==> config.mk <==
export PLATFORM = sky130hd
export DESIGN_NAME = packet_framer_fletcher16_top
export DESIGN_NICKNAME = d
export VERILOG_FILES = /design/src/rtl/pff_pkg.sv /design/src/rtl/pff_in_stage.sv /design/src/rtl/pff_frame_build.sv /design/src/rtl/pff_serializer.sv /design/src/rtl/packet_framer_fletcher16_top.sv
export SDC_FILE = /design/constraint.sdc
export NUM_CORES = 1
export LEC_CHECK = 0
export BUFFER_PORTS_ARGS = -buffer_cell sky130_fd_sc_hd__buf_2
export CORE_ASPECT_RATIO = 0.5
export CORE_UTILIZATION = 35
export CTS_CLUSTER_SIZE = 40
export DETAILED_ROUTE_END_ITERATION = 7
export HOLD_SLACK_MARGIN = 0.1
export PLACE_DENSITY_LB_ADDON = 0.15
export SLEW_MARGIN = 20
export SYNTH_ARGS = -nofsm -noshare
export SYNTH_HDL_FRONTEND = slang
export SYNTH_SLANG_ARGS = --single-unit
==> constraint.sdc <==
create_clock -name clk_i -period 8.8 [get_ports clk_i]
set_input_delay 0.88 -clock clk_i [delete_from_list [all_inputs] [get_ports clk_i]]
set_output_delay 0.88 -clock clk_i [all_outputs]
set_load 0.05 [all_outputs]
==> src/rtl/pff_pkg.sv <==
// ----------------------------------------------------------------------------
// Packet framer package
// Item types, frame job layout, register codes and the mod-255 adder.
// ----------------------------------------------------------------------------
package pff_pkg;

  localparam int unsigned IN_TDATA_W = 40;
  localparam int unsigned IN_TUSER_W = 2;
  localparam int unsigned CFG_IDX_W  = 8;

  // frame job slots: six header bytes, one payload byte, two trailer bytes
  localparam int unsigned HDR_BYTES = 6;
  localparam int unsigned JOB_BYTES = 9;

  localparam logic [7:0] SYNC_FIRST_RST  = 8'h37;
  localparam logic [7:0] SYNC_SECOND_RST = 8'h01;
  localparam logic [7:0] MOD_BASE        = 8'd255;

  typedef enum logic [CFG_IDX_W-1:0] {
    REG_SYNC_FIRST  = 8'd0,
    REG_SYNC_SECOND = 8'd1
  } cfg_reg_e;

  typedef struct packed {
    logic [7:0]  msg_id;
    logic [7:0]  sub_id;
    logic [15:0] declared_length;
    logic [7:0]  data_byte;
    logic        byte_valid;
    logic        start_of_packet;
    logic        end_of_packet;
  } item_t;

  typedef struct packed {
    logic [7:0] sync_first;
    logic [7:0] sync_second;
  } cfg_t;

  typedef struct packed {
    logic [JOB_BYTES-1:0][7:0] bytes;
    logic [JOB_BYTES-1:0]      mask;
  } job_t;

  // first operand is a sum below 255, so one conditional subtract is enough
  function automatic logic [7:0] mod255_add(input logic [7:0] a, input logic [7:0] b);
    logic [8:0] s;
    s = {1'b0, a} + {1'b0, b};
    if (s >= {1'b0, MOD_BASE}) begin
      s = s - {1'b0, MOD_BASE};
    end
    return s[7:0];
  endfunction

endpackage

==> src/rtl/pff_in_stage.sv <==
// ----------------------------------------------------------------------------
// Packet framer input stage
// One-entry input register; takes an item while the frame job is busy.
// ----------------------------------------------------------------------------
module pff_in_stage (
  input  logic          clk_i,
  input  logic          rst_ni,
  input  logic          s_valid_i,
  output logic          s_ready_o,
  input  pff_pkg::item_t s_item_i,
  input  logic          take_i,
  output logic          valid_o,
  output pff_pkg::item_t item_o
);
  import pff_pkg::*;

  logic  valid_d, valid_q;
  item_t item_q;

  assign s_ready_o = !valid_q || take_i;

  always_comb begin
    valid_d = valid_q;
    if (s_valid_i && s_ready_o) begin
      valid_d = 1'b1;
    end else if (take_i) begin
      valid_d = 1'b0;
    end
  end

  always_ff @(posedge clk_i or negedge rst_ni) begin
    if (!rst_ni) begin
      valid_q <= 1'b0;
    end else begin
      valid_q <= valid_d;
    end
  end

  always_ff @(posedge clk_i) begin
    if (s_valid_i && s_ready_o) begin
      item_q <= s_item_i;
    end
  end

  assign valid_o = valid_q;
  assign item_o  = item_q;

endmodule

==> src/rtl/pff_frame_build.sv <==
// ----------------------------------------------------------------------------
// Packet framer frame builder
// Holds the Fletcher-16 sums and lays out the bytes one item produces.
// ----------------------------------------------------------------------------
module pff_frame_build (
  input  logic           clk_i,
  input  logic           rst_ni,
  input  logic           load_i,
  input  pff_pkg::item_t item_i,
  input  pff_pkg::cfg_t  cfg_i,
  output pff_pkg::job_t  job_o
);
  import pff_pkg::*;

  logic [7:0] sum_low_q, sum_high_q;
  logic [7:0] sum_low_d, sum_high_d;
  logic [7:0] base_low, base_high;

  // a start item clears the sums before its own payload byte is folded in
  assign base_low  = item_i.start_of_packet ? 8'd0 : sum_low_q;
  assign base_high = item_i.start_of_packet ? 8'd0 : sum_high_q;

  always_comb begin
    sum_low_d  = base_low;
    sum_high_d = base_high;
    if (item_i.byte_valid) begin
      sum_low_d  = mod255_add(base_low, item_i.data_byte);
      sum_high_d = mod255_add(base_high, sum_low_d);
    end
  end

  always_ff @(posedge clk_i or negedge rst_ni) begin
    if (!rst_ni) begin
      sum_low_q  <= 8'd0;
      sum_high_q <= 8'd0;
    end else if (load_i) begin
      sum_low_q  <= sum_low_d;
      sum_high_q <= sum_high_d;
    end
  end

  always_comb begin
    job_o.bytes[0] = cfg_i.sync_first;
    job_o.bytes[1] = cfg_i.sync_second;
    job_o.bytes[2] = item_i.msg_id;
    job_o.bytes[3] = item_i.sub_id;
    job_o.bytes[4] = item_i.declared_length[7:0];
    job_o.bytes[5] = item_i.declared_length[15:8];
    job_o.bytes[6] = item_i.data_byte;
    job_o.bytes[7] = sum_low_d;
    job_o.bytes[8] = sum_high_d;
    job_o.mask     = {{2{item_i.end_of_packet}}, item_i.byte_valid,
                      {HDR_BYTES{item_i.start_of_packet}}};
  end

endmodule

==> src/rtl/pff_serializer.sv <==
// ----------------------------------------------------------------------------
// Packet framer serialiser
// Frame job register; sends the lowest pending byte on each ready cycle.
// ----------------------------------------------------------------------------
module pff_serializer (
  input  logic          clk_i,
  input  logic          rst_ni,
  input  logic          load_i,
  input  pff_pkg::job_t job_i,
  input  logic          m_ready_i,
  output logic          m_valid_o,
  output logic [7:0]    m_data_o,
  output logic          m_last_o,
  output logic          free_o
);
  import pff_pkg::*;

  localparam logic [JOB_BYTES-1:0] ONE = JOB_BYTES'(1);

  logic [JOB_BYTES-1:0]      mask_q, mask_d;
  logic [JOB_BYTES-1:0][7:0] bytes_q;
  logic [JOB_BYTES-1:0]      pick;
  logic                      active, last;

  assign active = |mask_q;
  assign pick   = mask_q & (~mask_q + ONE);
  assign last   = active && ((mask_q & (mask_q - ONE)) == '0);
  assign free_o = !active || (m_ready_i && last);

  always_comb begin
    m_data_o = 8'd0;
    for (int i = 0; i < JOB_BYTES; i++) begin
      m_data_o = m_data_o | (bytes_q[i] & {8{pick[i]}});
    end
  end

  always_comb begin
    mask_d = mask_q;
    if (load_i) begin
      mask_d = job_i.mask;
    end else if (active && m_ready_i) begin
      mask_d = mask_q & ~pick;
    end
  end

  always_ff @(posedge clk_i or negedge rst_ni) begin
    if (!rst_ni) begin
      mask_q <= '0;
    end else begin
      mask_q <= mask_d;
    end
  end

  always_ff @(posedge clk_i) begin
    if (load_i) begin
      bytes_q <= job_i.bytes;
    end
  end

  assign m_valid_o = active;
  assign m_last_o  = last;

endmodule

==> src/rtl/packet_framer_fletcher16_top.sv <==
// ----------------------------------------------------------------------------
// Packet framer with Fletcher-16 trailer
// Frames payload bytes with a six-byte header and a two-byte checksum.
// ----------------------------------------------------------------------------
// Each accepted item turns into up to nine output bytes, sent one per cycle on
// the single output port while it is ready: header (6) on a start item, the
// payload byte when valid, then sum1 and sum2 on an end item; tlast marks the
// item's last byte. Items stream back to back; a start item adds the header and
// an end item the trailer. An item that sets none of its flags gives no bytes.
// An item is registered in the input stage, then in the serialiser's job
// register, before its first byte appears. The user must write sync bytes
// through the configuration port while the block is idle; it is not enforced.
module packet_framer_fletcher16_top (
  input  logic                             clk_i,
  input  logic                             rst_ni,
  // item in
  input  logic                             s_axis_tvalid_i,
  output logic                             s_axis_tready_o,
  // msg_id[7:0], sub_id[15:8], declared_length[31:16], data_byte[39:32]
  input  logic [pff_pkg::IN_TDATA_W-1:0]   s_axis_tdata_i,
  // byte_valid[0], start_of_packet[1]
  input  logic [pff_pkg::IN_TUSER_W-1:0]   s_axis_tuser_i,
  input  logic                             s_axis_tlast_i,   // end_of_packet
  // framed bytes out
  output logic                             m_axis_tvalid_o,
  input  logic                             m_axis_tready_i,
  output logic [7:0]                       m_axis_tdata_o,   // out_byte[7:0]
  output logic                             m_axis_tlast_o,   // end_of_run
  // register writes
  input  logic                             cfg_valid_i,
  output logic                             cfg_ready_o,
  input  logic [pff_pkg::CFG_IDX_W-1:0]    cfg_index_i,
  input  logic [7:0]                       cfg_data_i
);
  import pff_pkg::*;

  item_t s_item, in_item;
  cfg_t  cfg_q;
  job_t  job;
  logic  in_valid, job_free, load;

  assign s_item.msg_id          = s_axis_tdata_i[7:0];
  assign s_item.sub_id          = s_axis_tdata_i[15:8];
  assign s_item.declared_length = s_axis_tdata_i[31:16];
  assign s_item.data_byte       = s_axis_tdata_i[39:32];
  assign s_item.byte_valid      = s_axis_tuser_i[0];
  assign s_item.start_of_packet = s_axis_tuser_i[1];
  assign s_item.end_of_packet   = s_axis_tlast_i;

  assign cfg_ready_o = 1'b1;

  always_ff @(posedge clk_i or negedge rst_ni) begin
    if (!rst_ni) begin
      cfg_q.sync_first  <= SYNC_FIRST_RST;
      cfg_q.sync_second <= SYNC_SECOND_RST;
    end else if (cfg_valid_i && cfg_ready_o) begin
      if (cfg_index_i == REG_SYNC_FIRST) begin
        cfg_q.sync_first <= cfg_data_i;
      end else if (cfg_index_i == REG_SYNC_SECOND) begin
        cfg_q.sync_second <= cfg_data_i;
      end
    end
  end

  assign load = in_valid && job_free;

  pff_in_stage u_in_stage (
    .clk_i     (clk_i),
    .rst_ni    (rst_ni),
    .s_valid_i (s_axis_tvalid_i),
    .s_ready_o (s_axis_tready_o),
    .s_item_i  (s_item),
    .take_i    (load),
    .valid_o   (in_valid),
    .item_o    (in_item)
  );

  pff_frame_build u_frame_build (
    .clk_i  (clk_i),
    .rst_ni (rst_ni),
    .load_i (load),
    .item_i (in_item),
    .cfg_i  (cfg_q),
    .job_o  (job)
  );

  pff_serializer u_serializer (
    .clk_i     (clk_i),
    .rst_ni    (rst_ni),
    .load_i    (load),
    .job_i     (job),
    .m_ready_i (m_axis_tready_i),
    .m_valid_o (m_axis_tvalid_o),
    .m_data_o  (m_axis_tdata_o),
    .m_last_o  (m_axis_tlast_o),
    .free_o    (job_free)
  );

endmodule

==> impl_results.md <==
* Synth Area in XOR/XNOR at 1.824%
* Relative slew margins at a little over 30%
* Core footprint at 19,730 um2
* Cell variety after synth at 66
* Tcrit/Tclk final at 65.80%
* Number of max-cap violations at 0
* Worst setup SP type: flip-flop
* Syn Inst Count at approximately 560
* Yosys warns at 0
* Mapped cell area at ~7100 um2
* PnR worst setup slack at 3.009 ns
* Min-Delay Path Class: flip-flop to flip-flop
* Compound-cell area share of the yosys netlist at 13.22%
* # clock sinks at between 150 and 200
* Ys flop type: edfxtp_1
* # port buffers at 74
* Clk_lat worst skew at ~0.42 ns
* Area grow syn2layout at 18.20%
* Post-synthesis mux area share at under 10%
* First-pass GRT wire length at 24,070 um
* RSZ-0062 raised after global routing: false
* Post-Route WL at 15,640 um
* CTS tree: yes
* Routability cong. at 0.8507
* Via count at 4,603
* Syn nets at 641
* Layout cell share with drive strength beyond 1 at 23.84%
* WL/cell at 17.15 um
* Initial antenna violation count at 0
* CTS root buffer: clkbuf_16
* Power Density at 424.9 nW/um2
* Die width at 203.9 um
* Critical path class: flip-flop to flip-flop
* Largest net degree at the start of global routing at 58
* Post-Synth Adder-Cell Area at under 10%
* Post-cts gate resize count at 0
* Detailed Place HPWL at 11,190 um
* FILL cells at 1,830
* Fmax at about 170 MHz
* Minimum clock period at slightly below 6 ns
* Die Span Y at 103.0 um
* Required time worst endpoint at 8.97 ns
* Design area at 8434 um2
* Number of remaining DRC errors at 0
* I/O Pins at 76
* Setup WS pre-CTS at 3.087 ns
* Row cnt at 36
* Leak at 0.003327 uW
* Antenna Nets Post-Route at 0
* # hold bufs at CTS at 0
* Clock Tree Buf Depth at 2
* Clock-pin slew on the worst setup and hold paths at ~0.070 ns
* Critical Path Sink Type: flip-flop
* Post-CTS Setup Bufs at 0
* Worst-path fanout max at 18
* Status: completed
* Final Max Slew Viols at 0
* Diode count at 0
* FF+latch count, synth at roughly 160
* Number of flops mapped to enable cells by yosys at ~120
* Peak supply drop at 0.0001862 V
* Die ar. at 21,000 um2
* Setup-failing EPs final at 0
* First drt pass iteration count at 4
* Storage cell area at around 4500 um2
* Cts bufs inserted at 17
* Clk_skew at around 0.011 ns
* Vias in the first global route at between 4,000 and 5,000
* Drt via density at 5.047
* Slew @ Worst Pin at 1.034 ns
* Post-synthesis simple-gate area fraction at 11.61%
* Seq/Total Area, Yosys at 63.23%
* H-tree depth at 4
* Initial core utilization at 36.17%
* Iteration-0 DRC count of the detailed router at 257
* Largest family of logic cells by synthesized area: compound AO/OA/AOI/OAI gates
* Area of the multi-input gates at between 2000 and 2500 um2
* Total Routing Usage GR at 15.36%
* Hold Fails Final Rpt at 0
* Arr. time, crit path at 5.96 ns
* Syn Area/Cell at 12.83 um2
* Final #Nets at 718
* Dpl cell area at 7776 um2
* GRT Residual Overflow at 0
* Setup_tns at 0 ns
* Ys async rst share at 26.75%
## final timing paths
check / cells past startpoint / endpoint / slack, ns / from
max in group asynchronous: 1 / u_serializer.mask_q[2] / 7.93 / rst_ni
min: 0 / u_serializer.bytes_q[40] / 0.42 / u_in_stage.item_o[19]
min in group asynchronous: 1 / u_in_stage.valid_o / 0.45 / rst_ni
max reg2reg: 19 / u_serializer.bytes_q[65] / 3.01 / u_in_stage.item_o[1]
max: 19 / u_serializer.bytes_q[65] / 3.01 / u_in_stage.item_o[1]
min reg2reg: 0 / u_serializer.bytes_q[40] / 0.42 / u_in_stage.item_o[19]
## per-stage QoR
stage / instances / utilization (%) / power, uW / hold slack, ns
global route: 912 / 42.75 / 3810 / 0.4251
global placement: 880 / 39.42 / 2800 / 0.4018
detailed placement: 880 / 39.42 / 2803 / 0.4045
finish: 912 / 42.75 / 3584 / 0.4184
CTS: 912 / 42.73 / 3615 / 0.4199
floorplan: 556 / - / 2392 / 0.4003
## power by group
part | total [uW] | switching (uW) | internal, uW | leakage (uW)
clock network | 798 | 311 | 487 | 0.000320
registers | 1230 | 131 | 1100 | 0.00159
logic | 1560 | 1070 | 493 | 0.00142
## critical path, stage by stage (launching register included)
cell and delay [ns]:
edfxtp_1 0.69, nor2b_1 0.10, ha_1 0.23, fa_1 0.43
a21o_2 0.23, a21oi_1 0.16, xnor2_1 0.20, nand2_1 0.14
or3_4 0.42, o31ai_4 0.29, xor2_2 0.24, ha_1 0.25
fa_1 0.22, and3_1 0.19, o21ai_0 0.13, or3b_2 0.47
o2111ai_1 0.26, a41o_1 0.34, mux2_2 0.37, a22o_1 0.18
## cells in the mapped netlist, drive strengths merged (4+ instances only)
master / n / share of area (%)
nor2b: 18 / 1.6
nand3: 19 / 1.3
a22oi: 19 / 2.0
a21o: 5 / 0.54
nor4: 4 / 0.44
a21oi: 25 / 1.8
mux2: 22 / 3.5
clkbuf: 11 / 0.58
a211oi: 6 / 0.63
nor4b: 4 / 0.58
o21ai: 32 / 2.2
nand2b: 4 / 0.35
a221oi: 8 / 0.98
edfxtp: 115 / 48
xor2: 6 / 0.84
nand2: 59 / 3.1
dfstp: 6 / 2.2
a31oi: 5 / 0.44
nor3: 4 / 0.28
dfrtp: 36 / 13
o31ai: 5 / 0.72
mux2i: 4 / 0.56
a22o: 16 / 2.0
buf: 7 / 0.63
inv: 14 / 0.74
nor2: 37 / 2.1
xnor2: 8 / 0.98
ha: 19 / 3.3
## routing by layer
metal  part of all wire (%)  wire (um)  global-route usage, %
met5                      0          0                      0
met2                     46       7222                  24.25
met4                   0.83        130                  4.858
met1                     50       7821                  21.78
met3                    3.0        466                  2.497
## flip-flops by register name, summed over array words and instances (netlist names)
signal,count
u_serializer.bytes_q,72
u_in_stage.item_o,43
cfg_q,16
u_serializer.mask_q,9
u_frame_build.sum_high_q,8
u_frame_build.sum_low_q,8
u_in_stage.valid_o,1
## cell usage in the layout, fill, tap and decap left out, types with 6 or more instances in the layout
cell type / Yosys / layout
a22oi_1: 19 / 19
inv_1: 14 / 14
a221oi_1: 8 / 8
a22o_1: 14 / 14
clkbuf_16: 0 / 17
nor2_1: 36 / 36
nand2_1: 59 / 59
nand3_1: 19 / 19
nor2b_1: 18 / 17
ha_1: 19 / 19
a211oi_1: 6 / 6
dfrtp_1: 36 / 36
edfxtp_1: 115 / 115
xnor2_1: 8 / 8
dfstp_2: 6 / 6
buf_2: 3 / 73
o21ai_0: 30 / 30
a21oi_1: 24 / 24
mux2_2: 21 / 21
## layout make-up
class,count,area share (%)
clock buffers,17,5.044
well taps,266,3.946
clock inverters,15,2.715
inverters,14,0.6231
repair buffers,76,4.599
flip-flops and latches,157,53.49
multi-input cells,367,29.58
## cells by family after synthesis
kind of cell	after synthesis
other	1
AND/OR/NAND/NOR	168
multiplexers	26
buffers and inverters	32
AO/OA/AOI/OAI	136
adder cells (fa/ha/maj)	22
flip-flops	157
XOR/XNOR	14
Power figures use the tool's default switching activity.
